`src/gwps_pkg.sv`:
```
package gwps_pkg;

    localparam int MAX_WIDTH     = 256;
    localparam int MAX_HEIGHT    = 256;
    localparam int MAX_GRID_COLS = 32;
    localparam int MAX_GRID_ROWS = 32;

    localparam int FRAME_DEPTH = MAX_WIDTH * MAX_HEIGHT;
    localparam int GRID_DEPTH  = MAX_GRID_COLS * MAX_GRID_ROWS;
    localparam int FRAME_AW    = $clog2(FRAME_DEPTH);
    localparam int GRID_AW     = $clog2(GRID_DEPTH);

    // shared radix-2 divider: 32-bit dividend, 9-bit divisor
    localparam int DIV_STEPS = 32;
    localparam int DIV_CW    = $clog2(DIV_STEPS);

    // request opcodes
    localparam logic [1:0] OP_GRID   = 2'd0;
    localparam logic [1:0] OP_PIXEL  = 2'd1;
    localparam logic [1:0] OP_RENDER = 2'd2;
    localparam logic [1:0] OP_NONE   = 2'd3;

    // configuration register indexes
    localparam logic [2:0] CFG_FRAME_WIDTH  = 3'd0;
    localparam logic [2:0] CFG_FRAME_HEIGHT = 3'd1;
    localparam logic [2:0] CFG_GRID_COLS    = 3'd2;
    localparam logic [2:0] CFG_GRID_ROWS    = 3'd3;
    localparam logic [2:0] CFG_SUBPIXEL     = 3'd4;
    localparam logic [2:0] CFG_WRAP         = 3'd5;
    localparam logic [2:0] CFG_BLEND        = 3'd6;

    typedef struct packed {
        logic [31:0] y;
        logic [31:0] x;
    } t_grid_pt;

    typedef struct packed {
        logic        start;
        logic [31:0] num;
        logic [8:0]  den;
    } t_div_req;

    typedef struct packed {
        logic        done;
        logic [31:0] quot;
        logic [8:0]  rem;
    } t_div_rsp;

endpackage

```
`src/gwps_divider.sv`:
```
module gwps_divider (
    input  logic                i_clk,
    input  logic                i_rst_n,
    input  gwps_pkg::t_div_req  i_req,
    output gwps_pkg::t_div_rsp  o_rsp
);

    logic                        r_busy;
    logic                        r_done;
    logic [gwps_pkg::DIV_CW-1:0] r_cnt;
    logic [31:0]                 r_q;
    logic [8:0]                  r_r;
    logic [8:0]                  r_den;
    logic [9:0]                  trial;
    logic [9:0]                  diff;
    logic                        ge;

    assign trial = {r_r, r_q[31]};
    assign ge    = trial >= {1'b0, r_den};
    assign diff  = trial - {1'b0, r_den};

    always_ff @(posedge i_clk) begin
        if (!i_rst_n) begin
            r_busy <= 1'b0;
            r_done <= 1'b0;
            r_cnt  <= '0;
        end else if (i_req.start) begin
            r_busy <= 1'b1;
            r_done <= 1'b0;
            r_cnt  <= '0;
        end else if (r_busy) begin
            r_cnt <= r_cnt + 1'b1;
            if (r_cnt == gwps_pkg::DIV_CW'(gwps_pkg::DIV_STEPS - 1)) begin
                r_busy <= 1'b0;
                r_done <= 1'b1;
            end
        end else begin
            r_done <= 1'b0;
        end
    end

    // one quotient bit per cycle
    always_ff @(posedge i_clk) begin
        if (i_req.start) begin
            r_q   <= i_req.num;
            r_r   <= '0;
            r_den <= i_req.den;
        end else if (r_busy) begin
            r_r <= ge ? diff[8:0] : trial[8:0];
            r_q <= {r_q[30:0], ge};
        end
    end

    assign o_rsp.done = r_done;
    assign o_rsp.quot = r_q;
    assign o_rsp.rem  = r_r;

endmodule

```
`config.mk`:
```
export PLATFORM = sky130hd
export DESIGN_NAME = gwps_divider
export DESIGN_NICKNAME = d
export VERILOG_FILES = /design/src/gwps_pkg.sv /design/src/gwps_divider.sv
export SDC_FILE = /design/constraint.sdc
export NUM_CORES = 1
export LEC_CHECK = 0
export BUFFER_PORTS_ARGS = -buffer_cell sky130_fd_sc_hd__buf_2
export CORE_ASPECT_RATIO = 1.25
export CORE_MARGIN = 2
export CORE_UTILIZATION = 53
export CTS_BUF_LIST = sky130_fd_sc_hd__clkbuf_2 sky130_fd_sc_hd__clkbuf_4 sky130_fd_sc_hd__clkbuf_8
export DETAILED_ROUTE_END_ITERATION = 7
export GPL_TIMING_DRIVEN = 0
export PLACE_DENSITY_LB_ADDON = 0.05
export SLEW_MARGIN = 40
export SYNTH_ARGS = -nofsm -noshare
export SYNTH_HDL_FRONTEND = slang
export SYNTH_SLANG_ARGS = --single-unit
```
`constraint.sdc`:
```
create_clock -name i_clk -period 3.4 [get_ports i_clk]
set_input_delay 0.51 -clock i_clk [delete_from_list [all_inputs] [get_ports i_clk]]
set_output_delay 0.51 -clock i_clk [all_outputs]
set_load 0.005 [all_outputs]
```
# Word level (Yosys, flattened, before mapping)
# Index checks and enable logic that the tools add are counted.
[op_classes]
mux = 6
reduce_logical = 3
eq_ne = 1
bitwise_logic = 2
magnitude_cmp = 1
addsub = 2
[op_table]
columns = ["cell", "n"]
rows = [
  ["$mux 32", 2],
  ["$ge 10x9->1", 1],
  ["$mux 9", 1],
  ["$sub 9x9->9", 1],
  ["$add 5x1->5 const B", 1],
  ["$eq 5x5->1 const B", 1],
  ["$mux 1", 3],
  ["$reduce_or 3->1", 1],
  ["$not 1->1", 2],
  ["$reduce_bool 2->1", 1],
  ["$reduce_or 2->1", 1],
]
[word_totals]
out_inout_bits = 42
word_cells = 21
reg_bits = 57
input_bits = 44

# Depth between registers and ports, before layout
# Gate-level depths: netlist of run 1.
[depth]
ltp_word = 4
ltp_mapped = 9
ltp_nobuf = 9

# Least setup slack after synthesis of run 1
# OpenSTA, ideal clock, no wires.
[synth_timing]
path_type = "register to register"
start = "register r_q[31]"
end = "register r_q[0], data pin"
n_path_buf = 0
period_less_slack_ps = 2405
path_stages_with_launch = 9
arrival_ps = 2145
path_slack_ps = 995
t_required_ps = 3140
setup_ps = 260
cell_sequence = "edfxtp_1 -> inv_1 -> ha_1 -> inv_1 -> fa_1 -> a211oi_1 -> o21a_1 -> o211ai_2 -> mux2_2"
[synth_via]
elab_chain_len = 3
[synth_rtl]
columns = ["element", "line", "text"]
rows = [
  ["start, declared", "gwps_divider.sv:11", "logic [31:0] r_q;"],
  ["start signal, assigned", "gwps_divider.sv:45", "r_q <= i_req.num;"],
  ["start signal, assigned", "gwps_divider.sv:50", "r_q <= {r_q[30:0], ge};"],
  ["$ge 10x9->1", "gwps_divider.sv:19", "assign ge = trial >= {1'b0, r_den};"],
  ["$mux 32", "gwps_divider.sv:48", "end else if (r_busy) begin"],
  ["$mux 32", "gwps_divider.sv:44", "if (i_req.start) begin"],
]
# No other way between the ends. The select of a mux whose other input is x is not followed.
# A chain may end at the register's enable or synchronous reset.

# Worst setup path in the final report of run 1
# Ends and elaborated chain as after synthesis.

==> results.cfg, run 1 <==
[final_layout]
layout-drive-gt1-share = 0.442
antenna_cells = 0
final_cell_mix = buf_2 (87), edfxtp_1 (41), mux2_2 (33)
final_nets = 370
fillers = 386
area_growth_syn_to_layout_pct = 25.8
final_common_cell = buf_2

[detailed_routing]
drc_errors = 0
vias_per_cell = 5.23
vias = 1992
avgRoutedWirePerCell_um = 14.9
first_iter_violations = 53
wl_um = 5690
first_pass_iters = 4
drtAntennaViolNets = 0

[synthesis]
syn_area_um2 = 2810
ys_ff_latch = 57
synth.distinct_cells = 40
ys_top_cells_by_area = edfxtp_1 (44%), mux2_2 (13%), dfxtp_1 (11%)
yosys.area.top_type = edfxtp_1
ys_warn_count = 0
yosysTopAreaCellShare = 0.439
syn_nets = 274
syn_area_per_cell_um2 = 12.9
syn_inst = 218
ys_seq_area_frac = 0.553

[sta]
fin_setup_tns_ps = 0
finalClockSkew_ps = 8.99
max-slew-margin-rel = 0.509
fmax_mhz = 368
period_share = 0.798
hold_violations = 0
min_period_ps = 2710
rsz0062_at_grt = false
slew_violations = 0
layout_setup_ws_ps = 686
hold_ws_ps = 348
worst_pin_slew_ps = 737
finalSetupViolCount = 0

[global_routing]
grt_use_total = 0.204
grt_pass1_vias = 1967
antenna_found_initial = 0
grt_pass1_wl_um = 9240
overflow = 0
grt_start_max_net_pins = 33

[outcome]
status = complete, no violations

[floorplan]
io_pins = 86
start_util = 0.552
num_rows = 29
dieArea_um2 = 5890
die-width_um = 69.1
core_um2 = 5080
die_y_um = 85.3

[power]
p_per_area_nw_per_um2 = 541
p_leak_nw = 1.54
total_power_mw = 1.91
ir_drop_uv = 337

[clocking]
cts_root_buffer = clkbuf_8
numCtsBuffers = 9
ctsResizeCount = 0
postCtsHoldBufs = 0
clock_latency_ps = 340
post-cts-setup-buffer-count = 0
cts_tree = done
clkSinkCount = 57
cts_max_level = 3
clk_pin_slew_ps = 70
cts_buffer_depth = 2

[placed_design]
port_buffers = 85
gp_congestion = 0.742
dpl.hpwl_um = 4120
dp_slack_ps = 685

[worst_setup_path]
crit_arrival_ps = 2810
cp_max_fo = 8
critPathMaxStageDelay_ps = 430
cp.required_ps = 3500
startpoint_type = register
crit_type = register to register
cpMaxStageDelayCell = a211oi_1
crit_chain = inv_1 -> ha_1 -> inv_1 -> fa_1 -> a211oi_1 -> o21a_1 -> o211ai_2 -> mux2_2
endpoint_kind = register
worst_path_most_repeated_cell = inv_1

[worst_hold_path]
hold_class = input pin to register

[flow_run]
max_cap_violations = 0
[path summary, 6_finish.rpt]
check / startpoint / endpoint / slack [ps] / cells after the start
worst min register to register: r_cnt[4] / r_cnt[4] / 510 / 2
worst min-delay path: i_req[5] / r_den[5] / 350 / 1
worst max-delay path: r_q[31] / r_q[0] / 690 / 8
worst max register to register: r_q[31] / r_q[0] / 690 / 8
[cells in the mapped netlist]
cell type,n
edfxtp_1,41
mux2_2,33
nor2_1,20
dfxtp_1,16
ha_1,11
inv_1,11
clkbuf_1,8
mux2i_1,8
nand2_1,8
a211oi_1,7
a21oi_1,6
xor2_1,5
nand2b_1,4
o211ai_1,4
a311oi_1,3
nand3_1,3
buf_2,2
nand3b_1,2
o21a_1,2
o21ai_0,2
o31ai_1,2
xnor2_1,2
a21o_1,1
a311oi_2,1
and2_1,1
and3_1,1
and4b_1,1
buf_4,1
fa_1,1
nand4_1,1
nand4b_1,1
nand4b_4,1
nor2b_1,1
o2111ai_1,1
o211a_1,1
o211a_2,1
o211ai_2,1
or2_2,1
or3_1,1
or3_4,1
[area by class of cell]
cell class / count / area (um^2) / share of cell area
inverters: 11 / 41.3 / 0.0117
multi-input cells: 139 / 1160 / 0.330
clock buffers: 12 / 153 / 0.0433
well taps: 62 / 77.6 / 0.0220
flip-flops and latches: 57 / 1550 / 0.440
clock inverters: 4 / 67.6 / 0.0191
repair buffers: 85 / 425 / 0.121
plain buffers: 11 / 47.5 / 0.0135
[flip-flops by register name (all words and copies together) (netlist names)]
register	flops
r_busy	1
r_cnt	5
r_den	9
r_done	1
r_q	32
r_r	9
[worst max-delay path, delay by kind of cell, from the launching register on]
kind                       cells  cell delay [ps]
AOI/OAI and AO/OA              3             1010
adders and majority gates      2              560
buffers and inverters          2              120
DFF                            1              410
muxes                          1              360
[per-stage QoR]
stage	instances	instance area, um^2	utilization
2_1_floorplan	218	2810	-
3_3_place_gp	365	3310	0.651
3_5_place_dp	365	3310	0.651
4_1_cts	381	3530	0.695
5_1_grt	381	3530	0.695
6_report	381	3530	0.695
[cell families (layout without fill, tap and decap cells)]
logic type / count (synthesis) / in the layout / share of synthesized area
DFF: 57 / 57 / 0.553
and+or+nand+nor: 47 / 47 / 0.0897
muxes: 41 / 41 / 0.161
AOI/OAI and AO/OA: 32 / 32 / 0.0865
buffers and inverters: 22 / 123 / 0.0317
adders and majority gates: 12 / 12 / 0.0562
xor gates and xnor gates: 7 / 7 / 0.0219
[power by group]
group / total (mW) / internal, mW / switching (mW)
Combinational: 0.346 / 0.170 / 0.176
Clock: 0.708 / 0.444 / 0.263
Sequential: 0.857 / 0.821 / 0.0360
Total: 1.91 / 1.43 / 0.475
[routing by layer]
metal  part of all wire  global-route usage  vias up
met5                  0                   0        -
met4              0.015              0.0802        0
met3              0.061              0.0784        9
met2               0.50               0.338       56
met1               0.42               0.241      925
li1                   -                   -     1002
Note: power is estimated with default switching activity, not from simulation.
==> run 2: changes to the inputs <==
==> constraint.sdc (replaced) <==
create_clock -name i_clk -period 2.5 [get_ports i_clk]
set_input_delay 0.375 -clock i_clk [delete_from_list [all_inputs] [get_ports i_clk]]
set_output_delay 0.375 -clock i_clk [all_outputs]
set_load 0.005 [all_outputs]
==> run 2 against run 1 <==
Effect of this change: worst setup slack worse by 540 ps; first-iteration DRC count grew 1.9%; hold slack got worse by 140 ps; register-to-register slack lost 540 ps; flip-flop and latch count did not move; via count up 1.7%; combinational power up 42%; fmax grew 15%; sequential share of layout area down 0.42 points.
==> results.cfg, run 2 (synthesis results as in run 1) <==
[outcome]
status = complete, no violations

[floorplan]
die_y_um = 85.3
core_um2 = 5080
die-width_um = 69.1
dieArea_um2 = 5890
start_util = 0.552
io_pins = 86
num_rows = 29

[worst_setup_path]
critPathMaxStageDelay_ps = 430
crit_arrival_ps = 2450
crit_type = register to register
cp_top_family = compound AO/OA/AOI/OAI gates
startpoint_type = register
crit_chain = inv_1 -> ha_1 -> inv_1 -> fa_1 -> a211oi_4 -> o21a_4 -> o211ai_4 -> mux2_2
critPathLaunch = r_q[31]
cp_max_fo = 8
cp.required_ps = 2600
cp_num_buf_inv = 2
r2r-start = r_q[31]
endpoint_kind = register
worst_path_most_repeated_cell = inv_1
cpMaxStageDelayCell = fa_1

[detailed_routing]
vias_per_cell = 5.32
avgRoutedWirePerCell_um = 15.3
vias = 2026
first_pass_iters = 4
wl_um = 5820
drtAntennaViolNets = 0
first_iter_violations = 54
drc_errors = 0

[clocking]
cts_tree = done
cts_buffer_depth = 2
cts_max_level = 3
post-cts-setup-buffer-count = 0
cts_root_buffer = clkbuf_8
clock_latency_ps = 340
clkSinkCount = 57
clk_pin_slew_ps = 70
numCtsBuffers = 9

[sta]
fmax_mhz = 426
rsz0062_at_grt = false
fin_setup_tns_ps = 0
min_period_ps = 2350
finalClockSkew_ps = 9.41
finalSetupViolCount = 0
max-slew-margin-rel = 0.509
hold_violations = 0
slew_violations = 0
worst_pin_slew_ps = 737
period_share = 0.940
hold_ws_ps = 210

[global_routing]
grt_pass1_vias = 1979
overflow = 0
antenna_found_initial = 0
grt_use_total = 0.207
grt_start_max_net_pins = 33
grt_pass1_wl_um = 9360

[final_layout]
final_nets = 370
layout-drive-gt1-share = 0.451
antenna_cells = 0
area_growth_syn_to_layout_pct = 27.0
final_util = 0.701
top_register = r_q
final_cell_mix = buf_2 (87), edfxtp_1 (41), mux2_2 (33)
final_common_cell = buf_2
fillers = 378
largest_reg_flops = 32
fin_cells = 381
reg.largest.list = r_q (32), r_den (9), r_r (9)

[placed_design]
port_buffers = 85
dpl.hpwl_um = 4120
gp_congestion = 0.742
dp.cells = 365

[worst_hold_path]
hold_class = input pin to register
worstHoldStart = i_req[6]

[power]
p_leak_nw = 1.55
ir_drop_uv = 464
p_per_area_nw_per_um2 = 735
total_power_mw = 2.62

[flow_run]
max_cap_violations = 0
==> run 2: final cells by class <==
type / count / area (um^2) / area share
sequential: 57 / 1550 / 0.436
multi-input combinational: 139 / 1200 / 0.336
timing repair buffer: 85 / 425 / 0.119
clock buffer: 12 / 153 / 0.0429
tap: 62 / 77.6 / 0.0218
clock inverter: 4 / 67.6 / 0.0190
buffer: 11 / 47.5 / 0.0133
inverter: 11 / 41.3 / 0.0116
==> run 2: layer usage <==
metal | vias to the layer above | track usage | share of wire
met5 | - | 0 | 0
met4 | 0 | 0.0802 | 0.018
met3 | 11 | 0.0784 | 0.062
met2 | 58 | 0.346 | 0.51
met1 | 956 | 0.243 | 0.41
li1 | 1001 | - | -
==> run 2: path summary, 6_finish.rpt <==
check | to | slack, ps | cells after the start
worst max-delay path | r_q[0] | 150 | 8
worst min-delay path | r_den[6] | 210 | 1
worst max register to register | r_q[0] | 150 | 8
worst min register to register | r_cnt[4] | 510 | 2
==> run 2: metrics by stage <==
step                cell area (um^2)  setup slack [ps]
floorplan                       2810              95.5
global placement                3310              -181
detailed placement              3310              -215
CTS                             3540              70.4
global route                    3560              20.1
finish                          3560               150
==> run 2: power breakdown <==
part | internal (mW) | leakage, nW | switching (mW)
Combinational | 0.241 | 0.892 | 0.250
Sequential | 1.12 | 0.541 | 0.0494
Clock | 0.604 | 0.113 | 0.358
==> run 2: what timing repair did <==
item | 4_1_cts | 5_1_grt
endpoints found under the setup margin | 10 | 8
hold endpoints to repair | 0 | 0
resized for setup | 3 | 3
hold buffers | 0 | 0
pin swaps | 0 | 1
